File: src/hw/rtl/equal_power_crossfade_handoff_top_macros.svh
// Assertion macros shared by the crossfade handoff RTL.
`ifndef EQUAL_POWER_CROSSFADE_HANDOFF_TOP_MACROS_SVH
`define EQUAL_POWER_CROSSFADE_HANDOFF_TOP_MACROS_SVH
`ifndef SYNTH
`define EPCH_ASSERT_IMP(label, clk, rstn, a, c) \
    label: assert property (@(posedge clk) disable iff (!(rstn)) (a) |-> (c)) \
    else $error("implication check failed");
`define EPCH_ASSERT_NEXT(label, clk, rstn, a, c) \
    label: assert property (@(posedge clk) disable iff (!(rstn)) (a) |=> (c)) \
    else $error("next-cycle check failed");
`else
`define EPCH_ASSERT_IMP(label, clk, rstn, a, c)
`define EPCH_ASSERT_NEXT(label, clk, rstn, a, c)
`endif
`endif

File: src/hw/rtl/epch_pkg.sv
// Package with the codes, constants and types of the crossfade handoff block.
`timescale 1ns / 1ps
package epch_pkg;
    localparam logic [2:0] MODE_STOP     = 3'd0;
    localparam logic [2:0] MODE_START    = 3'd1;
    localparam logic [2:0] MODE_BEGIN    = 3'd2;
    localparam logic [2:0] MODE_PREPARE  = 3'd3;
    localparam logic [2:0] MODE_PROCESS  = 3'd4;
    localparam logic [2:0] MODE_COMMIT   = 3'd5;
    localparam logic [2:0] MODE_ROLLBACK = 3'd6;

    localparam logic [2:0] PH_UNBOUND   = 3'd0;
    localparam logic [2:0] PH_SYNCED    = 3'd1;
    localparam logic [2:0] PH_PREPARING = 3'd2;
    localparam logic [2:0] PH_FADING    = 3'd3;
    localparam logic [2:0] PH_READY     = 3'd4;
    localparam logic [2:0] PH_ROLLED    = 3'd5;
    localparam logic [2:0] PH_DEGRADED  = 3'd6;

    localparam logic [1:0] ROUTE_NONE   = 2'd0;
    localparam logic [1:0] ROUTE_ACTIVE = 2'd1;
    localparam logic [1:0] ROUTE_BOTH   = 2'd2;

    localparam logic [16:0] FADE_MAX  = 17'd131071;
    localparam logic [16:0] P_MAX     = 17'd65536;
    localparam logic [30:0] Q30_ONE   = 31'd1073741824;

    // Division by 1000 as a multiplication by ceil(2^38 / 1000) and a shift by 38.
    localparam logic [28:0] DIV1000_MUL = 29'd274877907;

    localparam logic [30:0] SIN_C0 = 31'd1686629713;
    localparam logic [30:0] SIN_C1 = 31'd693598668;
    localparam logic [30:0] SIN_C2 = 31'd85569306;
    localparam logic [30:0] SIN_C3 = 31'd5026995;
    localparam logic [30:0] SIN_C4 = 31'd172272;

    typedef struct packed {
        logic        start;
        logic [32:0] dividend;
        logic [16:0] divisor;
    } div_req_t;
endpackage

File: src/hw/rtl/equal_power_crossfade_handoff_top.sv
// Top level of the equal-power crossfade handoff controller.
//
//  Channel | Direction | Handshake          | Contents
//  s_      | in        | s_valid / s_ready  | command and worker responses
//  m_      | out       | m_valid / m_ready  | status, gains, routing, stop actions
//
// Commands without arithmetic pass from evaluation through the finish state to the output.
// A granted begin adds a step for the multiplication by the reciprocal of 1000.
// A faded block runs the 33-bit restoring divider and, if the candidate accepts, two sines
// (new gain, then old gain) on the shared multiplier before its result is presented.
// Reset is synchronous and clears the handoff state to unbound on slot 0.
// s_ready is high only while no item is in work; a stalled result waits in
// the output register while the next transfer is taken.
`timescale 1ns / 1ps
`include "equal_power_crossfade_handoff_top_macros.svh"
module equal_power_crossfade_handoff_top #(
    parameter int MAX_FADE_MS    = 200,
    parameter int GAIN_FRAC_BITS = 15
) (
    input  logic        aclk,
    input  logic        aresetn,
    input  logic        s_valid,
    output logic        s_ready,
    input  logic [2:0]  s_mode,
    input  logic        s_start_ok,
    input  logic [5:0]  s_channel_count,
    input  logic [18:0] s_sample_rate,
    input  logic [18:0] s_active_sample_rate,
    input  logic [15:0] s_frame_count,
    input  logic [7:0]  s_fade_ms,
    input  logic [1:0]  s_active_status,
    input  logic [2:0]  s_candidate_status,
    input  logic        s_candidate_accept,
    input  logic        s_active_accept,
    output logic        m_valid,
    input  logic        m_ready,
    output logic        m_ok,
    output logic [2:0]  m_handoff_state,
    output logic        m_active_slot_out,
    output logic [16:0] m_fade_done,
    output logic [16:0] m_fade_total,
    output logic [15:0] m_old_gain,
    output logic [15:0] m_new_gain,
    output logic [1:0]  m_route,
    output logic        m_stop_candidate,
    output logic        m_stop_active
);
    localparam logic [7:0] MAX_FMS = 8'(MAX_FADE_MS);

    localparam logic [2:0] ST_IDLE    = 3'd0;
    localparam logic [2:0] ST_EVAL    = 3'd1;
    localparam logic [2:0] ST_DIV     = 3'd2;
    localparam logic [2:0] ST_SIN_NEW = 3'd3;
    localparam logic [2:0] ST_SIN_OLD = 3'd4;
    localparam logic [2:0] ST_FIN     = 3'd5;
    localparam logic [2:0] ST_TOT     = 3'd6;

    logic [2:0]  st_reg, st_next;
    logic [2:0]  phase_reg, phase_next;
    logic        slot_reg, slot_next;
    logic [5:0]  bound_reg, bound_next;
    logic [16:0] ff_reg, ff_next;
    logic [16:0] ftf_reg, ftf_next;
    logic        res_ok_reg, res_ok_next;
    logic [1:0]  res_route_reg, res_route_next;
    logic        res_sc_reg, res_sc_next;
    logic        res_sa_reg, res_sa_next;
    logic [15:0] res_go_reg, res_go_next;
    logic [15:0] res_gn_reg, res_gn_next;
    logic [30:0] x_reg, x_next;
    logic        m_valid_reg, m_valid_next;
    logic [26:0] rate_ms_reg, rate_ms_next;

    logic [2:0]  in_mode_reg;
    logic        in_sok_reg;
    logic [5:0]  in_ch_reg;
    logic [18:0] in_rate_reg, in_arate_reg;
    logic [15:0] in_frames_reg;
    logic [7:0]  in_fms_reg;
    logic [1:0]  in_ast_reg;
    logic [2:0]  in_cst_reg;
    logic        in_cacc_reg, in_aacc_reg;

    logic        m_ok_reg;
    logic [2:0]  m_state_reg;
    logic        m_slot_reg;
    logic [16:0] m_done_reg, m_total_reg;
    logic [15:0] m_go_reg, m_gn_reg;
    logic [1:0]  m_route_reg;
    logic        m_sc_reg, m_sa_reg;

    epch_pkg::div_req_t div_req;
    logic        div_done;
    logic [32:0] div_q;
    logic        sin_start;
    logic [30:0] sin_x;
    logic        sin_done;
    logic [15:0] sin_gain;

    logic        accept;
    logic        begin_ok;
    logic [55:0] tot_prod;
    logic [16:0] tot_q;
    logic [16:0] tot_lo;
    logic [16:0] prog;
    logic [17:0] done_sum;
    logic [16:0] done_sat;
    logic        plain_res;
    logic        gains_zero;

    epch_div u_div (
        .aclk     (aclk),
        .aresetn  (aresetn),
        .req      (div_req),
        .done     (div_done),
        .quotient (div_q)
    );

    epch_sine #(
        .GAIN_FRAC_BITS (GAIN_FRAC_BITS)
    ) u_sine (
        .aclk    (aclk),
        .aresetn (aresetn),
        .start   (sin_start),
        .x       (sin_x),
        .done    (sin_done),
        .gain    (sin_gain)
    );

    assign s_ready = (st_reg == ST_IDLE);
    assign accept  = s_valid && s_ready;

    assign begin_ok = (phase_reg == epch_pkg::PH_SYNCED || phase_reg == epch_pkg::PH_ROLLED)
                      && in_ast_reg[0] && (in_fms_reg != 8'd0) && (in_fms_reg <= MAX_FMS)
                      && (in_ch_reg == bound_reg) && (in_rate_reg != 19'd0)
                      && (in_rate_reg == in_arate_reg);
    assign rate_ms_next = 27'(in_rate_reg) * 27'(in_fms_reg);
    assign tot_prod = 56'(rate_ms_reg) * 56'(epch_pkg::DIV1000_MUL);
    assign tot_q    = tot_prod[54:38];
    assign tot_lo   = (tot_q < {1'b0, in_frames_reg}) ? {1'b0, in_frames_reg} : tot_q;
    assign prog     = (div_q > 33'(epch_pkg::P_MAX)) ? epch_pkg::P_MAX : div_q[16:0];
    assign done_sum = {1'b0, ff_reg} + {2'b00, in_frames_reg};
    assign done_sat = (done_sum > {1'b0, ftf_reg}) ? ftf_reg : done_sum[16:0];

    always_comb begin
        st_next        = st_reg;
        phase_next     = phase_reg;
        slot_next      = slot_reg;
        bound_next     = bound_reg;
        ff_next        = ff_reg;
        ftf_next       = ftf_reg;
        res_ok_next    = res_ok_reg;
        res_route_next = res_route_reg;
        res_sc_next    = res_sc_reg;
        res_sa_next    = res_sa_reg;
        res_go_next    = res_go_reg;
        res_gn_next    = res_gn_reg;
        x_next         = x_reg;
        m_valid_next   = m_valid_reg && !m_ready;
        div_req.start    = 1'b0;
        div_req.dividend = {ff_reg, 16'd0};
        div_req.divisor  = ftf_reg;
        sin_start      = 1'b0;
        sin_x          = {prog, 14'd0};
        unique case (st_reg)
            ST_IDLE: begin
                if (accept) begin
                    st_next = ST_EVAL;
                end
            end
            ST_EVAL: begin
                res_ok_next    = 1'b0;
                res_route_next = epch_pkg::ROUTE_NONE;
                res_sc_next    = 1'b0;
                res_sa_next    = 1'b0;
                res_go_next    = 16'd0;
                res_gn_next    = 16'd0;
                st_next        = ST_FIN;
                unique case (in_mode_reg)
                    epch_pkg::MODE_STOP, epch_pkg::MODE_START: begin
                        phase_next  = epch_pkg::PH_UNBOUND;
                        slot_next   = 1'b0;
                        bound_next  = 6'd0;
                        ff_next     = 17'd0;
                        ftf_next    = 17'd0;
                        res_sc_next = 1'b1;
                        res_sa_next = 1'b1;
                        res_ok_next = 1'b1;
                        if (in_mode_reg == epch_pkg::MODE_START) begin
                            if (in_sok_reg) begin
                                bound_next = in_ch_reg;
                                phase_next = epch_pkg::PH_SYNCED;
                            end else begin
                                phase_next  = epch_pkg::PH_DEGRADED;
                                res_ok_next = 1'b0;
                            end
                        end
                    end
                    epch_pkg::MODE_BEGIN: begin
                        if (begin_ok) begin
                            res_sc_next = 1'b1;
                            if (!in_sok_reg) begin
                                phase_next = epch_pkg::PH_DEGRADED;
                            end else begin
                                st_next = ST_TOT;
                            end
                        end
                    end
                    epch_pkg::MODE_PREPARE: begin
                        if (phase_reg == epch_pkg::PH_PREPARING) begin
                            if (in_cst_reg[0]) begin
                                phase_next  = epch_pkg::PH_FADING;
                                res_ok_next = 1'b1;
                            end else if (!in_cst_reg[1] && in_cst_reg[2]) begin
                                res_sc_next = 1'b1;
                                phase_next  = epch_pkg::PH_ROLLED;
                            end
                        end
                    end
                    epch_pkg::MODE_PROCESS: begin
                        if (phase_reg == epch_pkg::PH_SYNCED) begin
                            res_route_next = epch_pkg::ROUTE_ACTIVE;
                            res_ok_next    = in_aacc_reg;
                        end else if (phase_reg == epch_pkg::PH_FADING && ftf_reg != 17'd0) begin
                            div_req.start = 1'b1;
                            st_next       = ST_DIV;
                        end
                    end
                    epch_pkg::MODE_COMMIT: begin
                        if (phase_reg == epch_pkg::PH_READY) begin
                            res_sa_next = 1'b1;
                            slot_next   = ~slot_reg;
                            ff_next     = 17'd0;
                            ftf_next    = 17'd0;
                            phase_next  = epch_pkg::PH_SYNCED;
                            res_ok_next = 1'b1;
                        end
                    end
                    epch_pkg::MODE_ROLLBACK: begin
                        if (phase_reg == epch_pkg::PH_PREPARING ||
                            phase_reg == epch_pkg::PH_FADING ||
                            phase_reg == epch_pkg::PH_READY) begin
                            res_sc_next = 1'b1;
                            ff_next     = 17'd0;
                            ftf_next    = 17'd0;
                            phase_next  = in_ast_reg[1] ? epch_pkg::PH_ROLLED
                                                        : epch_pkg::PH_DEGRADED;
                            res_ok_next = 1'b1;
                        end
                    end
                    default: begin
                    end
                endcase
            end
            ST_TOT: begin
                ftf_next    = tot_lo;
                ff_next     = 17'd0;
                phase_next  = epch_pkg::PH_PREPARING;
                res_ok_next = 1'b1;
                st_next     = ST_FIN;
            end
            ST_DIV: begin
                if (div_done) begin
                    st_next = ST_FIN;
                    if (!in_cacc_reg) begin
                        res_sc_next    = 1'b1;
                        phase_next     = epch_pkg::PH_ROLLED;
                        res_route_next = epch_pkg::ROUTE_ACTIVE;
                        res_ok_next    = in_aacc_reg;
                    end else begin
                        x_next    = {prog, 14'd0};
                        sin_start = 1'b1;
                        st_next   = ST_SIN_NEW;
                    end
                end
            end
            ST_SIN_NEW: begin
                sin_x = epch_pkg::Q30_ONE - x_reg;
                if (sin_done) begin
                    res_gn_next = sin_gain;
                    sin_start   = 1'b1;
                    st_next     = ST_SIN_OLD;
                end
            end
            ST_SIN_OLD: begin
                if (sin_done) begin
                    res_go_next    = sin_gain;
                    res_route_next = epch_pkg::ROUTE_BOTH;
                    st_next        = ST_FIN;
                    if (!in_aacc_reg) begin
                        res_sc_next = 1'b1;
                        phase_next  = epch_pkg::PH_DEGRADED;
                    end else begin
                        ff_next     = done_sat;
                        res_ok_next = 1'b1;
                        if (done_sat >= ftf_reg) begin
                            phase_next = epch_pkg::PH_READY;
                        end
                    end
                end
            end
            ST_FIN: begin
                if (!m_valid_reg || m_ready) begin
                    m_valid_next = 1'b1;
                    st_next      = ST_IDLE;
                end
            end
            default: begin
                st_next = ST_IDLE;
            end
        endcase
    end

    always_ff @(posedge aclk) begin
        if (!aresetn) begin
            st_reg        <= ST_IDLE;
            phase_reg     <= epch_pkg::PH_UNBOUND;
            slot_reg      <= 1'b0;
            bound_reg     <= 6'd0;
            ff_reg        <= 17'd0;
            ftf_reg       <= 17'd0;
            m_valid_reg   <= 1'b0;
        end else begin
            st_reg        <= st_next;
            phase_reg     <= phase_next;
            slot_reg      <= slot_next;
            bound_reg     <= bound_next;
            ff_reg        <= ff_next;
            ftf_reg       <= ftf_next;
            m_valid_reg   <= m_valid_next;
        end
    end

    always_ff @(posedge aclk) begin
        res_ok_reg    <= res_ok_next;
        res_route_reg <= res_route_next;
        res_sc_reg    <= res_sc_next;
        res_sa_reg    <= res_sa_next;
        res_go_reg    <= res_go_next;
        res_gn_reg    <= res_gn_next;
        x_reg         <= x_next;
        rate_ms_reg   <= rate_ms_next;
        if (accept) begin
            in_mode_reg   <= s_mode;
            in_sok_reg    <= s_start_ok;
            in_ch_reg     <= s_channel_count;
            in_rate_reg   <= s_sample_rate;
            in_arate_reg  <= s_active_sample_rate;
            in_frames_reg <= s_frame_count;
            in_fms_reg    <= s_fade_ms;
            in_ast_reg    <= s_active_status;
            in_cst_reg    <= s_candidate_status;
            in_cacc_reg   <= s_candidate_accept;
            in_aacc_reg   <= s_active_accept;
        end
        if (st_reg == ST_FIN && (!m_valid_reg || m_ready)) begin
            m_ok_reg    <= res_ok_reg;
            m_state_reg <= phase_reg;
            m_slot_reg  <= slot_reg;
            m_done_reg  <= ff_reg;
            m_total_reg <= ftf_reg;
            m_go_reg    <= res_go_reg;
            m_gn_reg    <= res_gn_reg;
            m_route_reg <= res_route_reg;
            m_sc_reg    <= res_sc_reg;
            m_sa_reg    <= res_sa_reg;
        end
    end

    assign m_valid           = m_valid_reg;
    assign m_ok              = m_ok_reg;
    assign m_handoff_state   = m_state_reg;
    assign m_active_slot_out = m_slot_reg;
    assign m_fade_done       = m_done_reg;
    assign m_fade_total      = m_total_reg;
    assign m_old_gain        = m_go_reg;
    assign m_new_gain        = m_gn_reg;
    assign m_route           = m_route_reg;
    assign m_stop_candidate  = m_sc_reg;
    assign m_stop_active     = m_sa_reg;

    assign plain_res  = m_valid && (m_route != epch_pkg::ROUTE_BOTH);
    assign gains_zero = (m_old_gain == 16'd0) && (m_new_gain == 16'd0);

    `EPCH_ASSERT_IMP(a_faded_le_total, aclk, aresetn, 1'b1, ff_reg <= ftf_reg)
    `EPCH_ASSERT_NEXT(a_accept_to_eval, aclk, aresetn, accept, st_reg == ST_EVAL)
    `EPCH_ASSERT_IMP(a_gains_need_route, aclk, aresetn, plain_res, gains_zero)
    `EPCH_ASSERT_IMP(a_sine_in_sine_state, aclk, aresetn, sin_done, st_reg == ST_SIN_NEW || st_reg == ST_SIN_OLD)
endmodule

File: src/hw/rtl/epch_div.sv
// Restoring divider that produces one quotient bit per cycle.
`timescale 1ns / 1ps
module epch_div (
    input  logic              aclk,
    input  logic              aresetn,
    input  epch_pkg::div_req_t req,
    output logic              done,
    output logic [32:0]       quotient
);
    localparam logic [5:0] N_BITS = 6'd33;

    logic [32:0] dvd_reg;
    logic [16:0] dvs_reg;
    logic [17:0] rem_reg;
    logic [5:0]  cnt_reg;
    logic        busy_reg;
    logic        done_reg;
    logic [17:0] rem_sh;
    logic        fits;

    assign rem_sh = {rem_reg[16:0], dvd_reg[32]};
    assign fits   = rem_sh >= {1'b0, dvs_reg};

    always_ff @(posedge aclk) begin
        if (!aresetn) begin
            busy_reg <= 1'b0;
            done_reg <= 1'b0;
            cnt_reg  <= 6'd0;
        end else begin
            done_reg <= 1'b0;
            if (req.start) begin
                busy_reg <= 1'b1;
                cnt_reg  <= N_BITS;
            end else if (busy_reg) begin
                cnt_reg <= cnt_reg - 6'd1;
                if (cnt_reg == 6'd1) begin
                    busy_reg <= 1'b0;
                    done_reg <= 1'b1;
                end
            end
        end
    end

    always_ff @(posedge aclk) begin
        if (req.start) begin
            dvd_reg <= req.dividend;
            dvs_reg <= req.divisor;
            rem_reg <= 18'd0;
        end else if (busy_reg) begin
            rem_reg <= fits ? rem_sh - {1'b0, dvs_reg} : rem_sh;
            dvd_reg <= {dvd_reg[31:0], fits};
        end
    end

    assign done     = done_reg;
    assign quotient = dvd_reg;
endmodule

File: src/hw/rtl/epch_sine.sv
// Quarter-wave sine evaluator built around one shared multiplier.
`timescale 1ns / 1ps
module epch_sine #(
    parameter int GAIN_FRAC_BITS = 15
) (
    input  logic        aclk,
    input  logic        aresetn,
    input  logic        start,
    input  logic [30:0] x,
    output logic        done,
    output logic [15:0] gain
);
    localparam logic [63:0] RND = 64'd1 << (59 - GAIN_FRAC_BITS);
    localparam logic [63:0] ONE = 64'd1 << GAIN_FRAC_BITS;
    localparam int          SH  = 60 - GAIN_FRAC_BITS;
    localparam logic [3:0]  LAST = 4'd9;

    logic [30:0] x_reg, x2_reg, x3_reg, x5_reg, x7_reg, x9_reg;
    logic [63:0] s_reg;
    logic [61:0] prod_reg;
    logic [3:0]  step_reg;
    logic        mph_reg;
    logic        busy_reg;
    logic        done_reg;
    logic [30:0] op_a, op_b;
    logic [30:0] prod_q;
    logic [63:0] prod_w;
    logic [63:0] g64;

    always_comb begin
        unique case (step_reg)
            4'd0: begin op_a = x_reg;  op_b = x_reg;  end
            4'd1: begin op_a = x2_reg; op_b = x_reg;  end
            4'd2: begin op_a = x3_reg; op_b = x2_reg; end
            4'd3: begin op_a = x5_reg; op_b = x2_reg; end
            4'd4: begin op_a = x7_reg; op_b = x2_reg; end
            4'd5: begin op_a = epch_pkg::SIN_C0; op_b = x_reg;  end
            4'd6: begin op_a = epch_pkg::SIN_C1; op_b = x3_reg; end
            4'd7: begin op_a = epch_pkg::SIN_C2; op_b = x5_reg; end
            4'd8: begin op_a = epch_pkg::SIN_C3; op_b = x7_reg; end
            default: begin op_a = epch_pkg::SIN_C4; op_b = x9_reg; end
        endcase
    end

    assign prod_q = prod_reg[60:30];
    assign prod_w = {2'b00, prod_reg};

    always_ff @(posedge aclk) begin
        if (!aresetn) begin
            busy_reg <= 1'b0;
            done_reg <= 1'b0;
            mph_reg  <= 1'b0;
            step_reg <= 4'd0;
        end else begin
            done_reg <= 1'b0;
            if (start) begin
                busy_reg <= 1'b1;
                mph_reg  <= 1'b0;
                step_reg <= 4'd0;
            end else if (busy_reg) begin
                mph_reg <= ~mph_reg;
                if (mph_reg) begin
                    if (step_reg == LAST) begin
                        busy_reg <= 1'b0;
                        done_reg <= 1'b1;
                    end else begin
                        step_reg <= step_reg + 4'd1;
                    end
                end
            end
        end
    end

    always_ff @(posedge aclk) begin
        if (start) begin
            x_reg <= x;
        end else if (busy_reg && !mph_reg) begin
            prod_reg <= op_a * op_b;
        end else if (busy_reg) begin
            unique case (step_reg)
                4'd0: x2_reg <= prod_q;
                4'd1: x3_reg <= prod_q;
                4'd2: x5_reg <= prod_q;
                4'd3: x7_reg <= prod_q;
                4'd4: x9_reg <= prod_q;
                4'd5: s_reg  <= prod_w;
                4'd6: s_reg  <= s_reg - prod_w;
                4'd7: s_reg  <= s_reg + prod_w;
                4'd8: s_reg  <= s_reg - prod_w;
                default: s_reg <= s_reg + prod_w;
            endcase
        end
    end

    assign g64  = (s_reg + RND) >> SH;
    assign gain = (g64 > ONE) ? ONE[15:0] : g64[15:0];
    assign done = done_reg;
endmodule
File: config.mk
export PLATFORM = sky130hd
export DESIGN_NAME = equal_power_crossfade_handoff_top
export DESIGN_NICKNAME = d
export VERILOG_FILES = /design/src/hw/rtl/epch_pkg.sv /design/src/hw/rtl/equal_power_crossfade_handoff_top.sv /design/src/hw/rtl/epch_div.sv /design/src/hw/rtl/epch_sine.sv
export VERILOG_INCLUDE_DIRS = /design/src /design/src/hw/rtl
export SDC_FILE = /design/constraint.sdc
export NUM_CORES = 2
export LEC_CHECK = 0
export BUFFER_PORTS_ARGS = -buffer_cell sky130_fd_sc_hd__buf_4
export CORE_ASPECT_RATIO = 1.75
export CORE_MARGIN = 10
export CORE_UTILIZATION = 55
export DETAILED_ROUTE_END_ITERATION = 16
export PLACE_DENSITY_LB_ADDON = 0.3
export SLEW_MARGIN = 20
export SYNTH_ARGS = -nofsm -noshare
export SYNTH_HDL_FRONTEND = slang
export SYNTH_SLANG_ARGS = --single-unit
File: constraint.sdc
create_clock -name aclk -period 12.1 [get_ports aclk]
set_input_delay 1.21 -clock aclk [delete_from_list [all_inputs] [get_ports aclk]]
set_output_delay 1.21 -clock aclk [all_outputs]
set_load 0.02 [all_outputs]
* After elaboration in Yosys (flattened, before gate mapping)
Cells that the tools add are included.
** Operators by class
- Add/sub/neg operators :: 8
- $mul :: 3
- Div/mod/pow operators :: 0
- Magnitude comparators :: 7
- Equal/unequal tests :: 47
- Shifts and indexed selects :: 0
- Mux-type cells :: 105
- Bitwise gates (word level) :: 9
- Reduce and logical (&&, ||, !) cells :: 63
** Operators by type and width (count)
- $pmux W31 S9 :: 1
- $pmux W64 S3 :: 1
- $pmux W31 S5 :: 1
- $mux W17 :: 8
- $pmux W17 S3 :: 2
- $mux W3 :: 22
- $mux W33 :: 2
- $add A64 B45 Y64 const B :: 1
- $add A64 B62 Y64 :: 1
- $pmux W16 S2 :: 2
- $sub A64 B62 Y64 :: 1
- $mul A31 B31 Y62 :: 1
- $mul A27 B29 Y55 const B :: 1
- $mux W1 :: 40
- $pmux W17 S2 :: 1
- $gt A33 B17 Y1 const B :: 1
- $mux W16 :: 2
- $reduce_and A4 Y1 :: 8
- $mux W31 :: 1
- $sub A31 B31 Y31 const A :: 1
- $mul A19 B8 Y27 :: 1
- $eq A3 B3 Y1 const B :: 8
- $mux W6 :: 4
- $pmux W3 S7 :: 1
- other kinds (55) :: 130
** Word-level totals
- Register bits :: 677
- Latch bits :: 0
- Bits in writable memories :: 0
- Memory bits (read-only) :: 0
- Input bits :: 83
- Output and inout port bits :: 77
- Word-level logic and storage cells :: 299
- Memories kept :: 0

* Logic depth before layout (Yosys ltp)
- Depth after elaboration :: 11
- Gate-level depth with buffers :: 42
- Mapped depth without buffers :: 38

* Cells and area by module
Synthesis repeated with hierarchy kept, for this count alone.
** Unflattened totals
- Cells, all modules :: 8341
- Area, all modules :: 81211.6 µm²
** Modules (own cells, without submodules)
- epch_sine :: instances 1, cells each 5240, area each 48760.5 µm², sequential area each 9509.1 µm²
- equal_power_crossfade_handoff_top :: instances 1, cells each 2757, area each 28586.2 µm², sequential area each 7747.4 µm²
- epch_div :: instances 1, cells each 344, area each 3865.0 µm², sequential area each 2001.9 µm²

* Worst setup path before layout
OpenSTA, ideal clock, no wires.
- Path kind :: reg2reg
- Start point :: register u_sine.step_reg[0]
- End point :: register u_sine.prod_reg[59] (data pin)
- Setup time :: 269 ps
- Data arrival time :: 9384 ps
- Required time :: 11831 ps
- Path slack :: 2447 ps
- Cell stages (with the launch flop) :: 38
- Path buffers :: 4
- Clock period less this slack :: 9653 ps
- Path through :: dfxtp_1 inv_1 ha_1 and2_1 clkbuf_1 clkbuf_1 a222oi_1 a21boi_1 nand2_1 o21ai_1 clkbuf_1 nor2_1 fa_1 fa_1 fa_1 inv_1 fa_1 inv_1 [... 2 more ...] fa_1 inv_1 fa_1 inv_1 ha_1 buf_2 a21o_1 a21o_1 a21o_1 a21o_1 a221o_1 nor2_1 or4b_1 a31o_1 a21oi_2 o21ba_2 o31ai_1 xor2_1
** Between the ends
- Word-level cells in the longest chain between the ends :: 4
- Elaborated cells on any way between the ends :: 14
** Ends and longest elaborated chain
- start: declaration :: RTL line epch_sine.sv:21 : logic [3:0] step_reg;
- start signal: assignment :: RTL line epch_sine.sv:67 : step_reg <= step_reg + 4'd1;
- $eq A4 B1 Y1 (tied with other cells) :: RTL line epch_sine.sv:31 : unique case (step_reg)
- $reduce_or A3 Y1 (no source line)
- $pmux W31 S5 :: RTL line epch_sine.sv:31
- $mul A31 B31 Y62 * :: RTL line epch_sine.sv:78 : prod_reg <= op_a * op_b;
- end signal: assignment :: RTL line epch_sine.sv:78
- end: declaration :: RTL line epch_sine.sv:20 : logic [61:0] prod_reg;
Mark *: on every way between the ends. The rest lies on a longest branch, timed or not.
A chain may end at the register's enable or synchronous reset.

* Worst setup path after layout
- Start point :: register u_sine.step_reg[2]
- End point :: register u_sine.prod_reg[59] (data pin)
The elaborated chain is that of the path after synthesis.

==> flow_summary.yaml <==
synth:
  ys_seq_area_share_pct: 23.7
  synthesis.area_um2: 78700
  synth.distinct_cells: 98
  async_flop_share_pct: 0
  synthMuxAreaShare_pct: 0.765
  postSynthAreaPerCell_um2: 9.77
  synth_simple_gate_area_share_pct: 12.4
  synthAdderAreaFrac_pct: 41.8
  synth_top_family_by_area: "adder cells"
  netlist_instances: 8059
  synth_seq_cells: 663
  syn_nets: 10100
  synth_warnings: 0
  synth_xor_xnor_area_share_pct: 3.34
  synth-compound-area-share_pct: 9.54
  synth_top_flop_cell: "edfxtp_1"
  synth_edf_count: 540
setup_path:
  crit_type: "register to register"
  crit_slowest_cell: "nor2_2"
  crit_fanout: 27
  r2r_start: "u_sine.step_reg[2]"
  reg2reg_to: "u_sine.prod_reg[59]"
  start_kind: "register"
  r2r_slack_ns: 0.62
  required_ns: 12.48
  path_common_cell: "fa_1"
  rr_worst_depth: 33
  end_kind: "register"
  critPathMaxStageDelay_ns: 0.72
  crit_arrival_ns: 11.86
global_routing:
  antenna_found_initial: 11
  overflow: 0
  grt_max_degree: 90
  grt_usage_pct: 34.1
  grt_first_pass_wirelength_um: 403000
  grt_pass1_vias: 64900
sta:
  drv_slew: 0
  fmax_mhz: 87.1
  whs_ns: 0.417
  post-route-period-util_pct: 94.8
  fin_crit_ns: 11.48
  setup_violations: 0
  maxSlewHeadroom_pct: 17.7
  worstMarginPinSlew_ns: 1.24
  final.setup_skew_ns: 0.0861
  grt_setup_unrepaired: "false"
  hold_viol_final: 0
hold_path:
  hp-start: "res_gn_reg[7]"
  hp-class: "register to register"
  hold_end: "m_new_gain[7]"
  whs_path_depth: 0
final_layout:
  largest_reg_flops: 64
  nets: 10200
  final_common_cell: "inv_1"
  fin_util_pct: 59.7
  layout_common_cells: "inv_1 (1458), fa_1 (1183), nand2_1 (959)"
  final_cells: 10100
  synthToLayoutAreaGrowth_pct: 7.76
  layout-drive-gt1-share_pct: 6.88
detailed_routing:
  vias_per_cell: 6.06
  drt-initial-drc-count: 5473
  detail_route.wl_per_cell_um: 27.0
  drt-total-wl_um: 273000
  antenna_left: 0
  vias: 61100
  firstDrtPassIters: 8
  post-route-drc-count: 0
clock_tree:
  clockRootBuffer: "clkbuf_16"
  cts_setup_buffers: 0
  htreeDepth: 2
  worst_skew_pair.late_latency_ns: 0.72
  clk_pin_slew_ns: 0.08
  clkSinkCount: 663
  postCtsHoldBufs: 0
  clk_path_buf_depth: 3
  cts_resized: 0
  cts_tree: "done"
  cts_buffers: 57
placed_design:
  place_congestion: 1.07
  place_hpwl_um: 221000
  dp.cells: 9972
  io_buffers: 159
floorplanning:
  chipHeight_um: 520
  dieArea_um2: 159000
  initial_core_util_pct: 55.4
  rows: 183
  die_w_um: 306
  core_area_um2: 142000
  ioPinCount: 160
status:
  status: "finished clean"
job:
  drv_cap: 0
## area by class of cell
type | count | area (µm²)
multi-input cells | 5637 | 53600
clock inverters | 37 | 524
fillers | 12200 | 57400
clock buffers | 68 | 1490
repair buffers | 363 | 2730
well taps | 1850 | 2310
inverters | 1459 | 5480
diodes | 9 | 22.5
flip-flops and latches | 663 | 18700
## stage by stage
step | TNS [ns] | cell area, µm² | setup slack, ns
2_1_floorplan | 0 | 78700 | 2.45
3_3_place_gp | -0.903 | 82700 | -0.219
3_5_place_dp | 0 | 82800 | 0.827
4_1_cts | 0 | 84800 | 0.744
5_1_grt | 0 | 84800 | 0.198
6_report | 0 | 84800 | 0.624
## routing by layer
metal | vias to the layer above | share of wire, % | track usage [%]
met3 | 1088 | 7.5 | 6.20
met5 | - | 0.021 | 0
met2 | 3079 | 50 | 60.1
li1 | 26200 | - | -
met1 | 30700 | 33 | 35.7
met4 | 10 | 9.6 | 26.9
## critical path: cells and delay by family (launching register included)
kind	cells	cell delay, ns
simple gates	8	3.54
flops	1	0.41
xor+xnor	1	0.15
fa+ha+maj	9	4.10
compound gates	10	1.98
buf+inv	5	0.92
## cells in the mapped netlist (all sizes together), types with 9 or more instances
cell | instances | share of area [%]
inv | 1458 | 7.0
fa | 1183 | 30
nand2 | 960 | 4.6
nor2 | 744 | 3.5
ha | 735 | 12
edfxtp | 540 | 21
a21oi | 291 | 1.9
clkbuf | 277 | 1.3
o21ai | 219 | 1.4
xnor2 | 170 | 1.9
a21o | 144 | 1.4
xor2 | 130 | 1.4
and2 | 129 | 1.0
dfxtp | 123 | 3.1
nand3 | 79 | 0.52
a22oi | 62 | 0.59
nand4 | 51 | 0.41
nor3 | 51 | 0.33
nor2b | 48 | 0.38
o21a | 48 | 0.46
nand2b | 47 | 0.37
a221o | 46 | 0.58
a221oi | 41 | 0.47
mux2i | 41 | 0.52
nor4 | 41 | 0.34
a211oi | 33 | 0.33
and3 | 33 | 0.26
a31oi | 26 | 0.21
a22o | 25 | 0.28
o21bai | 24 | 0.23
buf | 23 | 0.15
or2 | 22 | 0.17
o31ai | 21 | 0.24
a21boi | 19 | 0.18
mux2 | 17 | 0.24
a311oi | 14 | 0.16
o211ai | 13 | 0.14
and4 | 11 | 0.12
a222oi | 10 | 0.13
o41ai | 10 | 0.14
or3 | 9 | 0.072
## worst max path at each step
| stage | start | to | slack [ns] | cells after the start |
|---|---|---|---|---|
| finish | u_sine.step_reg[2] | u_sine.prod_reg[59] | 0.62 | 33 |
| global route | u_sine.step_reg[2] | u_sine.prod_reg[59] | 0.20 | 31 |
| CTS | u_sine.step_reg[2] | u_sine.prod_reg[59] | 0.74 | 33 |
| detailed placement | u_sine.step_reg[2] | u_sine.prod_reg[59] | 0.83 | 33 |
| global placement | u_sine.step_reg[0] | u_sine.prod_reg[59] | -0.22 | 32 |
| floorplan | u_sine.step_reg[0] | u_sine.prod_reg[59] | 2.45 | 37 |
## logic make-up (layout without fill, tap and decap cells)
family / count (synthesis) / after routing
other: 0 / 9
xor gates and xnor gates: 300 / 300
buffers and inverters: 1759 / 1927
DFF: 663 / 663
AOI/OAI and AO/OA: 1109 / 1109
adders and majority gates: 1918 / 1918
muxes: 58 / 58
and+or+nand+nor: 2252 / 2252
Power is not shown: default switching activity piles up to over one toggle a cycle in this logic, so the estimate is an artifact.
